<file path="config.mk">
export PLATFORM = sky130hd
export DESIGN_NAME = luhn_card_number_classifier
export DESIGN_NICKNAME = d
export VERILOG_FILES = /design/src/hdl/luhn_pkg.sv /design/src/hdl/luhn_card_number_classifier.sv /design/src/hdl/luhn_dp.sv /design/src/hdl/luhn_ctrl.sv
export SDC_FILE = /design/constraint.sdc
export NUM_CORES = 1
export LEC_CHECK = 0
export BUFFER_PORTS_ARGS = -buffer_cell sky130_fd_sc_hd__buf_2
export CORE_MARGIN = 10
export CORE_UTILIZATION = 35
export CTS_BUF_LIST = sky130_fd_sc_hd__clkbuf_8
export DETAILED_ROUTE_END_ITERATION = 8
export GPL_ROUTABILITY_DRIVEN = 0
export PLACE_DENSITY = 0.49
export SETUP_SLACK_MARGIN = 0.3
export SYNTH_ARGS = -nofsm -noshare
export SYNTH_HDL_FRONTEND = slang
export SYNTH_HIERARCHICAL = 1
export SYNTH_SLANG_ARGS = --single-unit
</file>
<file path="constraint.sdc">
create_clock -name i_clk -period 10.2 [get_ports i_clk]
set_input_delay 1.02 -clock i_clk [delete_from_list [all_inputs] [get_ports i_clk]]
set_output_delay 1.02 -clock i_clk [all_outputs]
set_load 0.02 [all_outputs]
</file>
<file path="src/hdl/luhn_pkg.sv">
package luhn_pkg;

    localparam int VALUE_W     = 63;
    localparam int MAX_DIGITS  = 19;
    localparam int BCD_DIGITS  = 19;
    localparam int BCD_W       = 4 * BCD_DIGITS;
    localparam int CNT_W       = 5;
    localparam int CONV_BITS   = 7;
    localparam int CONV_STEPS  = VALUE_W / CONV_BITS;
    localparam int STEP_W      = $clog2(CONV_STEPS);

    localparam logic [1:0] CLS_INVALID = 2'd0;
    localparam logic [1:0] CLS_AMEX    = 2'd1;
    localparam logic [1:0] CLS_MC      = 2'd2;
    localparam logic [1:0] CLS_VISA    = 2'd3;

    typedef enum logic [1:0] {
        S_IDLE,
        S_CONV,
        S_WALK,
        S_CLASS
    } t_state;

    typedef struct packed {
        logic load;
        logic conv;
        logic walk;
        logic classify;
    } t_dp_cmd;

    typedef struct packed {
        logic walk_last;
    } t_dp_sts;

endpackage

</file>
<file path="src/hdl/luhn_card_number_classifier.sv">
// Channel   Direction  Handshake                    Payload
// card      in         i_card_valid / o_card_ready  i_card_value[62:0]
// result    out        o_res_valid / i_res_ready    o_card_class, o_checksum_ok, o_digit_total
//
// One card at a time: a transfer, a binary-to-BCD conversion (7 bits per step),
// a walk over the decimal digits (1..19), then a classification.
// The digit walk over the BCD register is the part whose length varies.
// A finished result sits in the output register; the next card is taken meanwhile.
// Classification waits while a previous result is still untaken.
// Reset is synchronous, active low, and clears control state only.
module luhn_card_number_classifier (
    input  logic                         i_clk,
    input  logic                         i_rst_n,
    input  logic                         i_card_valid,
    output logic                         o_card_ready,
    input  logic [luhn_pkg::VALUE_W-1:0] i_card_value,
    output logic                         o_res_valid,
    input  logic                         i_res_ready,
    output logic [1:0]                   o_card_class,
    output logic                         o_checksum_ok,
    output logic [luhn_pkg::CNT_W-1:0]   o_digit_total
);
    import luhn_pkg::*;

    t_dp_cmd w_cmd;
    t_dp_sts w_sts;

    luhn_ctrl u_ctrl (
        .i_clk        (i_clk),
        .i_rst_n      (i_rst_n),
        .i_card_valid (i_card_valid),
        .o_card_ready (o_card_ready),
        .o_res_valid  (o_res_valid),
        .i_res_ready  (i_res_ready),
        .o_cmd        (w_cmd),
        .i_sts        (w_sts)
    );

    luhn_dp u_dp (
        .i_clk         (i_clk),
        .i_cmd         (w_cmd),
        .o_sts         (w_sts),
        .i_card_value  (i_card_value),
        .o_card_class  (o_card_class),
        .o_checksum_ok (o_checksum_ok),
        .o_digit_total (o_digit_total)
    );

endmodule

</file>
<file path="src/hdl/luhn_dp.sv">
module luhn_dp (
    input  logic                         i_clk,
    input  luhn_pkg::t_dp_cmd            i_cmd,
    output luhn_pkg::t_dp_sts            o_sts,
    input  logic [luhn_pkg::VALUE_W-1:0] i_card_value,
    output logic [1:0]                   o_card_class,
    output logic                         o_checksum_ok,
    output logic [luhn_pkg::CNT_W-1:0]   o_digit_total
);
    import luhn_pkg::*;

    logic [VALUE_W-1:0] r_bin;
    logic [BCD_W-1:0]   r_bcd;
    logic [3:0]         r_sum;
    logic [CNT_W-1:0]   r_cnt;
    logic [3:0]         r_lead;
    logic [3:0]         r_next;
    logic               r_dbl;
    logic               r_ovf;
    logic [1:0]         r_class;
    logic               r_ok;
    logic [CNT_W-1:0]   r_total;

    logic [BCD_W-1:0]   n_bcd_conv;
    logic [BCD_W-1:0]   n_bcd_walk;
    logic [3:0]         w_digit;
    logic [3:0]         w_term;
    logic [4:0]         w_sum_raw;
    logic [3:0]         n_sum;
    logic [CNT_W-1:0]   n_cnt;
    logic               w_last;
    logic               w_ok;
    logic [1:0]         n_class;

    // one binary bit into the BCD register: add-3 on digits of five or more, then shift
    function automatic logic [BCD_W-1:0] dabble(input logic [BCD_W-1:0] bcd, input logic b);
        logic [BCD_W-1:0] t;
        t = bcd;
        for (int k = 0; k < BCD_DIGITS; k++) begin
            if (t[4*k +: 4] >= 4'd5) begin
                t[4*k +: 4] = t[4*k +: 4] + 4'd3;
            end
        end
        return {t[BCD_W-2:0], b};
    endfunction

    always_comb begin
        n_bcd_conv = r_bcd;
        for (int j = 0; j < CONV_BITS; j++) begin
            n_bcd_conv = dabble(n_bcd_conv, r_bin[VALUE_W-1-j]);
        end
    end

    assign w_digit    = r_bcd[3:0];
    assign n_bcd_walk = {4'd0, r_bcd[BCD_W-1:4]};

    always_comb begin
        if (!r_dbl) begin
            w_term = w_digit;
        end else if (w_digit < 4'd5) begin
            w_term = {w_digit[2:0], 1'b0};
        end else begin
            w_term = 4'({w_digit[2:0], 1'b0} - 4'd9);
        end
        w_sum_raw = {1'b0, r_sum} + {1'b0, w_term};
        if (w_sum_raw >= 5'd10) begin
            n_sum = 4'(w_sum_raw - 5'd10);
        end else begin
            n_sum = w_sum_raw[3:0];
        end
    end

    assign n_cnt  = r_cnt + CNT_W'(1);
    assign w_last = (n_bcd_walk == '0) || (n_cnt == CNT_W'(MAX_DIGITS));
    assign o_sts.walk_last = w_last;

    always_comb begin
        w_ok    = (r_sum == 4'd0);
        n_class = CLS_INVALID;
        if (w_ok && !r_ovf) begin
            if (r_cnt == CNT_W'(15) && r_lead == 4'd3 && (r_next == 4'd4 || r_next == 4'd7)) begin
                n_class = CLS_AMEX;
            end else if (r_cnt == CNT_W'(16) && r_lead == 4'd5 && r_next >= 4'd1
                         && r_next <= 4'd5) begin
                n_class = CLS_MC;
            end else if ((r_cnt == CNT_W'(13) || r_cnt == CNT_W'(16)) && r_lead == 4'd4) begin
                n_class = CLS_VISA;
            end
        end
    end

    always_ff @(posedge i_clk) begin
        if (i_cmd.load) begin
            r_bin  <= i_card_value;
            r_bcd  <= '0;
            r_sum  <= 4'd0;
            r_cnt  <= '0;
            r_lead <= 4'd0;
            r_next <= 4'd0;
            r_dbl  <= 1'b0;
            r_ovf  <= 1'b0;
        end
        if (i_cmd.conv) begin
            r_bcd <= n_bcd_conv;
            r_bin <= {r_bin[VALUE_W-1-CONV_BITS:0], CONV_BITS'(0)};
        end
        if (i_cmd.walk) begin
            r_bcd  <= n_bcd_walk;
            r_sum  <= n_sum;
            r_cnt  <= n_cnt;
            r_next <= r_lead;
            r_lead <= w_digit;
            r_dbl  <= !r_dbl;
            r_ovf  <= (n_bcd_walk != '0);
        end
        if (i_cmd.classify) begin
            r_class <= n_class;
            r_ok    <= w_ok;
            r_total <= r_cnt;
        end
    end

    assign o_card_class  = r_class;
    assign o_checksum_ok = r_ok;
    assign o_digit_total = r_total;

endmodule

</file>
<file path="src/hdl/luhn_ctrl.sv">
module luhn_ctrl (
    input  logic              i_clk,
    input  logic              i_rst_n,
    input  logic              i_card_valid,
    output logic              o_card_ready,
    output logic              o_res_valid,
    input  logic              i_res_ready,
    output luhn_pkg::t_dp_cmd o_cmd,
    input  luhn_pkg::t_dp_sts i_sts
);
    import luhn_pkg::*;

    t_state            r_state, n_state;
    logic [STEP_W-1:0] r_step, n_step;
    logic              r_out_valid, n_out_valid;

    always_ff @(posedge i_clk) begin
        if (!i_rst_n) begin
            r_state     <= S_IDLE;
            r_step      <= '0;
            r_out_valid <= 1'b0;
        end else begin
            r_state     <= n_state;
            r_step      <= n_step;
            r_out_valid <= n_out_valid;
        end
    end

    always_comb begin
        n_state      = r_state;
        n_step       = r_step;
        n_out_valid  = r_out_valid && !i_res_ready;
        o_card_ready = 1'b0;
        o_cmd        = '0;
        case (r_state)
            S_IDLE: begin
                o_card_ready = 1'b1;
                if (i_card_valid) begin
                    o_cmd.load = 1'b1;
                    n_step     = '0;
                    n_state    = S_CONV;
                end
            end
            S_CONV: begin
                o_cmd.conv = 1'b1;
                if (r_step == STEP_W'(CONV_STEPS - 1)) begin
                    n_step  = '0;
                    n_state = S_WALK;
                end else begin
                    n_step = r_step + STEP_W'(1);
                end
            end
            S_WALK: begin
                o_cmd.walk = 1'b1;
                if (i_sts.walk_last) begin
                    n_state = S_CLASS;
                end
            end
            S_CLASS: begin
                if (!r_out_valid || i_res_ready) begin
                    o_cmd.classify = 1'b1;
                    n_out_valid    = 1'b1;
                    n_state        = S_IDLE;
                end
            end
            default: begin
                n_state = S_IDLE;
            end
        endcase
    end

    assign o_res_valid = r_out_valid;

    a_accept_starts_conv: assert property (@(posedge i_clk) disable iff (!i_rst_n)
        (i_card_valid && o_card_ready) |=> (r_state == S_CONV))
        else $error("input transfer did not start conversion");

    a_step_range: assert property (@(posedge i_clk) disable iff (!i_rst_n)
        r_step <= STEP_W'(CONV_STEPS - 1))
        else $error("conversion step counter out of range");

    a_valid_from_class: assert property (@(posedge i_clk) disable iff (!i_rst_n)
        $rose(r_out_valid) |-> $past(r_state == S_CLASS))
        else $error("result raised outside classification");

    a_walk_ends: assert property (@(posedge i_clk) disable iff (!i_rst_n)
        (r_state == S_WALK && i_sts.walk_last) |=> (r_state == S_CLASS))
        else $error("digit walk did not end on last digit");

    a_no_overwrite: assert property (@(posedge i_clk) disable iff (!i_rst_n)
        (o_cmd.classify) |-> (!r_out_valid || i_res_ready))
        else $error("pending result overwritten");

endmodule
</file>
* Word level (Yosys, flattened, before mapping)
Cells that the tools add are included.
** Cells by class
- Multipliers :: 0
- Order comparisons :: 137
- Add/sub/neg operators :: 138
- Div/mod/pow operators :: 0
- Mux-type cells :: 170
- Shifts and indexed selects :: 0
- Bitwise logic cells :: 1
- Equality and inequality tests :: 17
- Reductions and logical operators :: 27
** Operator list (number)
- 4-bit two-way mux :: 135
- 4-bit by 3-bit >= comparator with 1-bit output, second input constant :: 133
- 4-bit by 2-bit adder with 4-bit output, second input constant :: 126
- 76-bit two-way mux :: 2
- 63-bit two-way mux :: 2
- 76-bit zero test :: 1
- 76-bit nonzero test :: 1
- 72-bit two-way mux :: 1
- 3-bit by 2-bit adder with 3-bit output, second input constant :: 7
- 3-bit two-way mux :: 7
- 4-bit by 3-bit equality test with 1-bit output, second input constant :: 4
- 1-bit two-way mux :: 13
- 2-bit two-way mux :: 6
- 5-bit by 4-bit equality test with 1-bit output, second input constant :: 2
- 5-bit equality test, second input constant :: 2
- 5-bit two-way mux :: 2
- 1-bit logical AND :: 8
- 2-bit case mux with 4 select lines :: 1
- 4-bit case mux with 2 select lines :: 1
- 4-bit subtractor, second input constant :: 2
- 2-bit by 1-bit != test with 1-bit output, second input constant :: 3
- 2-bit nonzero test :: 3
- 4-bit by 4-bit adder with 5-bit output :: 1
- 5-bit by 1-bit adder with 5-bit output, second input constant :: 1
- other kinds (19) :: 26
** Word-level totals
- Output and inout bits :: 10
- Input bits :: 67
- RAM bits :: 0
- ROM bits :: 0
- Latch bits :: 0
- Word-level logic and storage cells :: 507
- Bits in registers :: 173
- Memories kept :: 0

* Longest topological paths before layout
Gate-level depths: netlist (run 1).
- Word-level depth :: 16
- Gate-level depth with buffers :: 34
- Gate-level depth less buffers :: 34

* Cells and area by module
Netlist (run 1), hierarchy kept.
** By module, submodules not included
- luhn_dp :: sequential area each 4874.7 sq um, cells an instance 2944, area each 23756.5 sq um, times used 1
- luhn_ctrl :: sequential area each 140.1 sq um, cells an instance 51, area each 442.9 sq um, times used 1

* Least setup slack after synthesis (run 1)
Ideal clock, no wire load.
- Path kind :: register to register
- From :: reg u_dp.r_bcd[4]
- To :: reg u_dp.r_bcd[10] (data pin)
- Required time :: 9941 ps
- Arrival time :: 5771 ps
- Period minus slack after synthesis :: 6030 ps
- Setup slack :: 4170 ps
- Buffers on the path :: 2
- Stages on the path, launching flop included :: 26
- Setup time :: 259 ps
- Cell sequence :: edfxtp_1 > buf_2 > inv_1 > ha_1 > buf_2 > nand2b_1 > a21oi_1 > xnor2_1 > inv_1 > ha_1 > or3_1 > a221o_1 > a22o_1 > mux2i_1 > nor2_1 > ha_1 > or2_2 > a2111o_1 > a211o_1 > o221ai_1 > or2_2 > nand2b_1 > xnor2_1 > ha_1 > o211a_1 > a211o_1
** Between the ends
- Word-level cells in the longest chain between the ends :: 16
** Ends and longest elaborated chain
- from (decl) :: RTL line luhn_dp.sv:13 : logic [BCD_W-1:0] r_bcd;
- from (signal assigned) :: RTL line luhn_dp.sv:104 : r_bcd <= n_bcd_conv;
- from (signal assigned) :: RTL line luhn_dp.sv:108 : r_bcd <= n_bcd_walk;
- 4-bit by 2-bit adder with 4-bit output or 4-bit by 3-bit >= comparator with 1-bit output (tied branches) :: RTL line luhn_dp.sv:41, luhn_dp.sv:40
- 4-bit two-way mux * :: RTL line luhn_dp.sv:40 : if (t[4*k +: 4] >= 4'd5) begin
- 4-bit by 2-bit adder with 4-bit output or 4-bit by 3-bit >= comparator with 1-bit output (tied branches) :: RTL line luhn_dp.sv:41, luhn_dp.sv:40
- 4-bit two-way mux :: RTL line luhn_dp.sv:40
- 4-bit by 2-bit adder with 4-bit output or 4-bit by 3-bit >= comparator with 1-bit output (tied branches) :: RTL line luhn_dp.sv:41, luhn_dp.sv:40
- 4-bit two-way mux :: RTL line luhn_dp.sv:40
- 4-bit by 3-bit >= comparator with 1-bit output or 4-bit by 2-bit adder with 4-bit output (tied branches) :: RTL line luhn_dp.sv:40, luhn_dp.sv:41
- 4-bit two-way mux :: RTL line luhn_dp.sv:40
- 4-bit by 2-bit adder with 4-bit output or 4-bit by 3-bit >= comparator with 1-bit output (tied branches) :: RTL line luhn_dp.sv:41, luhn_dp.sv:40
- 4-bit two-way mux :: RTL line luhn_dp.sv:40
- 4-bit by 2-bit adder with 4-bit output or 4-bit by 3-bit >= comparator with 1-bit output (tied branches) :: RTL line luhn_dp.sv:41, luhn_dp.sv:40
- 4-bit two-way mux :: RTL line luhn_dp.sv:40
- 4-bit by 2-bit adder with 4-bit output or 4-bit by 3-bit >= comparator with 1-bit output (tied branches) :: RTL line luhn_dp.sv:41, luhn_dp.sv:40
- 4-bit two-way mux * :: RTL line luhn_dp.sv:40
- 76-bit two-way mux * :: RTL line luhn_dp.sv:103 : if (i_cmd.conv) begin
- 72-bit two-way mux * :: RTL line luhn_dp.sv:107 : if (i_cmd.walk) begin
Every way passes the cells marked *; elsewhere a longest branch is shown, timed or not.
A chain may end at the register's enable or synchronous reset.

* Worst setup path in the final report (run 1)
- From :: reg u_dp.r_bcd[40]
- To :: reg u_dp.r_bcd[46] (data pin)
Same word-level chain as after synthesis.

==> qor.csv, run 1 <==
metric;value;unit
async_flop_share;0;%
drt_wl_total;64.9;mm
drc_errors;0;
finalCritPeriodShare;67.3;%
whs_path_depth;2;
top_level_ports;77;
max_slew_margin;19.5;%
yosysWarnings;6;
via_count;22181;
clock_path_buffers;2;
fp.dieW;283;um
hold_viol_final;0;
fp.dieH;283;um
cts_resized;0;
ys_seq_area_share;20.7;%
ys_ff_latch;173;
layout_min_cycle_time;6870;ps
start_util;35.3;%
ys_types;130;
run_status;complete, no violations;
syn_nets;3248;
ys.flop_type;edfxtp_1;
worstPathRequired;10510;ps
rsz0062_at_grt;false;
r2r_cells;30;
via_per_inst;5.61;
cpMostUsedCell;ha_1;
grt_max_degree;77;
cp-end-kind;flop;
syn-cell-area;24200;um2
r2r_setup_slack;3330;ps
path_clk_slew;100;ps
avgSynthCellArea;8.08;um2
tightest_slew;1200;ps
num_rows;96;
dieArea;80100;um2
fill_cells;6974;
synth_compound_area_share;30.9;%
final-max-slew-violation-count;0;
max_freq;146;MHz
whs;513;ps
postCtsSetupBuffers;0;
finalSetupViolCount;0;
maxCapViolations;0;
core;68600;um2
synth_edf_count;155;
muxShareOfSynthArea;7.55;%
synth_fa_ha_area_share;9.65;%
postCtsHoldBufs;0;
hold_class;flop to flop;
wl_per_cell;16.4;um
slowest_stage;edfxtp_1;
critPathLaunchType;flop;
nets;3262;
clk_latency;560;ps
antenna_found_initial;1;
hpwl;49.8;mm
syn_to_final_growth;6.72;%
arrival;7180;ps
crit_type;flop to flop;
antenna_left;0;
synth_xor_area_share;4.35;%
syn-instance-count;2995;
htreeDepth;4;
first_pass_iters;5;
clk_root_buffer_cell;clkbuf_8;
finClkSkew;19.0;ps
synth_top_family_by_area;compound AO/OA/AOI/OAI gates;
cts.sinks;173;
grt_overflow;0;
finalSetupTns;0;ps
cts_tree;done;
grt_pass1_wl;105;mm
cp_max_fo;9;
grtUsageTotal;15.5;%
slowest_delay;540;ps
layout-drive-gt1-share;12.0;%
drt_iter0_markers;1266;
yosys.area_share.simple;21.8;%
grt_pass1_vias;20979;
portBuffers;76;
cts_made_buffers;17;
## synthesized netlist by cell type, drive strengths merged, types with 11 or more instances
master / n / share of area, %
nand2: 305 / 4.8
o21ai: 249 / 5.2
inv: 216 / 3.4
nor2: 196 / 3.1
a21oi: 185 / 4.0
ha: 185 / 9.6
edfxtp: 155 / 19
mux2i: 107 / 4.7
a22o: 81 / 2.9
xnor2: 79 / 3.6
nand3: 78 / 1.6
nor3: 71 / 1.6
nor2b: 70 / 1.8
nand2b: 69 / 1.8
mux2: 60 / 2.8
a211oi: 50 / 1.9
clkbuf: 48 / 0.75
o211ai: 47 / 1.6
or2: 42 / 1.1
buf: 40 / 0.94
and2: 39 / 1.0
or3: 36 / 0.97
a21o: 35 / 1.1
o21a: 34 / 1.1
o21bai: 30 / 0.93
a31oi: 29 / 0.80
and3: 28 / 0.72
a211o: 26 / 0.94
a21boi: 26 / 0.85
o22ai: 25 / 0.75
nand4: 22 / 0.57
o31ai: 22 / 0.81
xor2: 21 / 0.79
nand3b: 19 / 0.59
dfxtp: 18 / 1.5
o211a: 17 / 0.70
a221oi: 16 / 0.91
a32o: 16 / 0.66
a2bb2oi: 14 / 0.56
nor4: 14 / 0.42
a22oi: 12 / 0.37
a2111oi: 11 / 0.50
## worst paths after layout
check                                              startpoint                             to
worst min register to register  u_ctrl/r_step[2]$_SDFFE_PN0P_  u_ctrl/r_step[2]$_SDFFE_PN0P_
worst max register to register       u_dp/r_bcd[40]$_DFFE_PP_       u_dp/r_bcd[46]$_DFFE_PP_
worst min-delay path            u_ctrl/r_step[2]$_SDFFE_PN0P_  u_ctrl/r_step[2]$_SDFFE_PN0P_
worst max-delay path                 u_dp/r_bcd[40]$_DFFE_PP_       u_dp/r_bcd[46]$_DFFE_PP_
## stage by stage
step	utilization (%)	setup slack [ps]	instance area, um2	instances
2_1_floorplan	-	4170	24200	2995
6_report	37.7	3330	25800	3954
3_5_place_dp	37.1	3450	25400	3921
3_3_place_gp	37.1	3800	25400	3921
4_1_cts	37.6	3400	25800	3953
5_1_grt	37.7	2820	25800	3954
## state kept, by name (all words and copies together), names as in the netlist
| register | count |
|---|---|
| u_dp/r_bcd | 76 |
| u_dp/r_bin | 63 |
| u_dp/o_digit_total | 5 |
| u_dp/r_cnt | 5 |
| u_ctrl/r_step | 4 |
| u_dp/r_lead | 4 |
| u_dp/r_next | 4 |
| u_dp/r_sum | 4 |
| u_ctrl/r_state | 2 |
| u_dp/o_card_class | 2 |
| u_ctrl/o_res_valid | 1 |
| u_dp/o_checksum_ok | 1 |
| u_dp/r_dbl | 1 |
| u_dp/r_ovf | 1 |
## cells by family (layout without fill, tap and decap cells)
family                   after synthesis  in the layout
AO/OA/AOI/OAI                       1029           1029
XOR/XNOR                             100            100
buffers and inverters                304            331
adder cells (fa/ha/maj)              186            186
other                                  0              1
flip-flops                           173            173
AND/OR/NAND/NOR                     1036           1036
multiplexers                         167            167
## routing by layer
metal	global-route usage [%]	up-vias	part of all wire (%)
li1	-	11254	-
met1	20.3	10553	48
met2	26.3	318	47
met3	2.24	56	2.9
met4	3.92	0	1.8
met5	0	-	0
## worst max-delay path, delay by kind of cell (launching register included)
family	cells	cell delay [ps]
AO/OA/AOI/OAI	10	2520
adder cells (fa/ha/maj)	7	1700
buffers and inverters	5	490
flip-flops	1	540
multiplexers	1	200
AND/OR/NAND/NOR	7	1190
## layout by cell type, fill, tap and decap left out, types with 76 or more instances in the layout
cell type  count
nand2_1      304
inv_1        213
nor2_1       192
ha_1         183
a21oi_1      175
o21ai_0      174
edfxtp_1     155
mux2i_1       96
a22o_1        81
nand3_1       77
buf_2         76
## cell type report
type	instances	area, um2	share of cell area, %
sequential	173	5010	19.4
tap	931	1160	4.51
antenna	1	2.50	0.00969
inverter	216	811	3.14
clock buffer	17	234	0.906
multi-input combinational	2518	18000	69.7
clock inverter	15	168	0.649
timing repair buffer	83	433	1.68
Power of run 1 is left out: the tool's default activity adds up to more than one toggle a clock period on the data nets, which glitch-free logic cannot reach.
==> run 2, diff against run 1 <==
PLACE_DENSITY = 0.51   (was 0.49)
clock period = 6.2 ns   (was 10.2 ns; I/O delays follow)
==> run 2 against run 1 <==
  * Wire length up 6.2%
  * Critical path depth up 2
  * First-iteration DRC count up 3.2%
  * Final area up 17%
  * Global-route usage up 0.16 points
  * Core utilization up 6.2 points
  * Worst setup slack worse by 2800 ps
  * Worst hold slack worse by 230 ps
  * Non-clock buffer count up 299
  * Flip-flop and latch count unchanged
  * Critical path type unchanged
  * Critical endpoint is now u_dp/r_bcd[61]$_DFFE_PP_
==> qor.csv, run 2 (same netlist as run 1, synthesis figures left out) <==
metric;value;unit;change
run_status;complete, no violations;;
clk_latency;560;ps;about the same
tightest_slew;1200;ps;+2.25 ps
syn_to_final_growth;24.4;%;
rsz0062_at_grt;true;;
critPathLaunchType;flop;;
worstPathRequired;6520;ps;-3990 ps
fp.dieH;283;um;unchanged
nets;3561;;+9.2%
first_pass_iters;5;;unchanged
cts.sinks;173;;unchanged
hold_viol_final;0;;unchanged
clk_root_buffer_cell;clkbuf_8;;
via_count;23532;;+6.1%
layout_min_cycle_time;5720;ps;-1150 ps
postCtsHoldBufs;0;;unchanged
max_slew_margin;19.3;%;-0.15 points
drt_wl_total;68.9;mm;+6.2%
top_register;u_dp/r_bcd;;
cp-end-kind;flop;;
grtUsageTotal;15.7;%;+0.16 points
cpMostUsedCell;inv_2;;
layout-drive-gt1-share;30.6;%;+19 points
rr_endpoint;u_dp/r_bcd[61]$_DFFE_PP_;;
clock_path_buffers;2;;unchanged
start_util;35.3;%;unchanged
finalCritPeriodShare;92.2;%;+25 points
final-max-slew-violation-count;0;;unchanged
crit_start;u_dp/r_bcd[53]$_DFFE_PP_;;
num_rows;96;;unchanged
finClkSkew;17.0;ps;-2.00 ps
placed_area;26300;um2;+3.4%
dieArea;80100;um2;unchanged
grt_max_degree;77;;unchanged
hpwl;50.3;mm;+1.0%
grt_pass1_wl;107;mm;+1.6%
whs_path_depth;3;;+1
top_level_ports;77;;unchanged
r2r-start;u_dp/r_bcd[53]$_DFFE_PP_;;
via_per_inst;5.53;;-1.4%
r2r_cells;32;;+6.7%
path_clk_slew;120;ps;+20 ps
antenna_left;0;;unchanged
maxCapViolations;0;;unchanged
htreeDepth;4;;unchanged
max_freq;175;MHz;+20%
finalSetupViolCount;0;;unchanged
largest_register_ffs;76;;unchanged
hold_start;i_card_value[1];;
slowest_delay;420;ps;-120 ps
top_regs;u_dp/r_bcd: 76 flops, u_dp/r_bin: 63 flops;;
hold_class;primary input to flop;;
utilization;43.9;%;+6.2 points
portBuffers;76;;unchanged
fill_cells;6685;;-4.1%
crit_type;flop to flop;;
r2r_setup_slack;480;ps;-2850 ps
fin_cells;4253;;+7.6%
drt_iter0_markers;1306;;+3.2%
layout_common_cells;buf_4, nand2_1, inv_1;;
antenna_found_initial;2;;+1
dp.cells;4034;;+2.9%
arrival;6030;ps;-1150 ps
drc_errors;0;;unchanged
final_common_cell;buf_4;;
cts_made_buffers;17;;unchanged
grt_pass1_vias;21879;;+4.3%
holdPathEnd;u_dp/r_bin[1]$_SDFFE_PP0P_;;
final_cell_area;30100;um2;+17%
grt_overflow;0;;unchanged
core;68600;um2;unchanged
slowest_stage;edfxtp_1;;
fp.dieW;283;um;unchanged
wl_per_cell;16.2;um;-1.3%
cts_tree;done;;
cp_max_fo;4;;-5
## run 2: cell count changes in the layout (fill, tap and decap cells not counted), moves of 17 or more
cell      previous run  this run
ha_4                 1        21
buf_4                7       305
xnor2_2             20        40
nand2_1            304       287
xnor2_1             58        36
a211oi_1            38        19
ha_1               183       121
a21oi_2             10        36
inv_2                4        38
o21ai_0            174       140
inv_1              213       178
ha_2                 1        43
a21oi_1            175       146
## run 2: cell type report
| cell class | count | area (um2) | area share (%) |
|---|---|---|---|
| tap | 931 | 1160 | 3.87 |
| clock buffer | 17 | 234 | 0.777 |
| timing repair buffer | 382 | 2680 | 8.91 |
| sequential | 173 | 5010 | 16.7 |
| clock inverter | 15 | 209 | 0.694 |
| inverter | 216 | 811 | 2.69 |
| antenna | 1 | 2.50 | 0.00831 |
| multi-input combinational | 2518 | 20000 | 66.4 |
## run 2: worst max path at each step
stage | to | slack (ps) | depth (start not counted)
5_1_grt | u_dp/r_bcd[74]$_SDFFE_PP0P_ | 170 | 31
3_3_place_gp | u_dp/r_bcd[48]$_DFFE_PP_ | 90 | 31
3_5_place_dp | u_dp/r_bcd[48]$_DFFE_PP_ | -80 | 31
6_report | u_dp/r_bcd[61]$_DFFE_PP_ | 480 | 32
4_1_cts | u_dp/r_bcd[48]$_DFFE_PP_ | 280 | 30
2_1_floorplan | u_dp/r_bcd[5]$_DFFE_PP_ | 310 | 27
## run 2: worst max-delay path: cells and delay by family, from the launching register on
family                   cells  cell delay, ps
AO/OA/AOI/OAI                9            1530
adder cells (fa/ha/maj)      6            1070
buffers and inverters        8             740
flip-flops                   1             420
AND/OR/NAND/NOR              9            1720
## run 2: timing repair
action,4_1_cts,5_1_grt
hold endpoints to repair,0,0
endpoints found under the setup margin,60,71
gates resized for setup,76,399
pin swaps,10,171
setup buffers,39,147
## run 2: metrics by stage
step / hold WS, ps / setup WS, ps / setup TNS [ps]
CTS: 221 / 280 / 0
finish: 288 / 485 / 0
global placement: 473 / 90.9 / 0
floorplan: 450 / 313 / 0
global route: 252 / 171 / 0
detailed placement: 467 / -80.2 / -335
## run 2: metal layers
metal | vias to the layer above | GRT usage [%] | part of all wire (%)
met5 | - | 0 | 0
met2 | 320 | 27.7 | 50
met1 | 11293 | 20.0 | 46
met4 | 0 | 3.96 | 1.5
met3 | 61 | 1.72 | 2.6
li1 | 11858 | - | -
Power of run 2 is left out for the same reason.
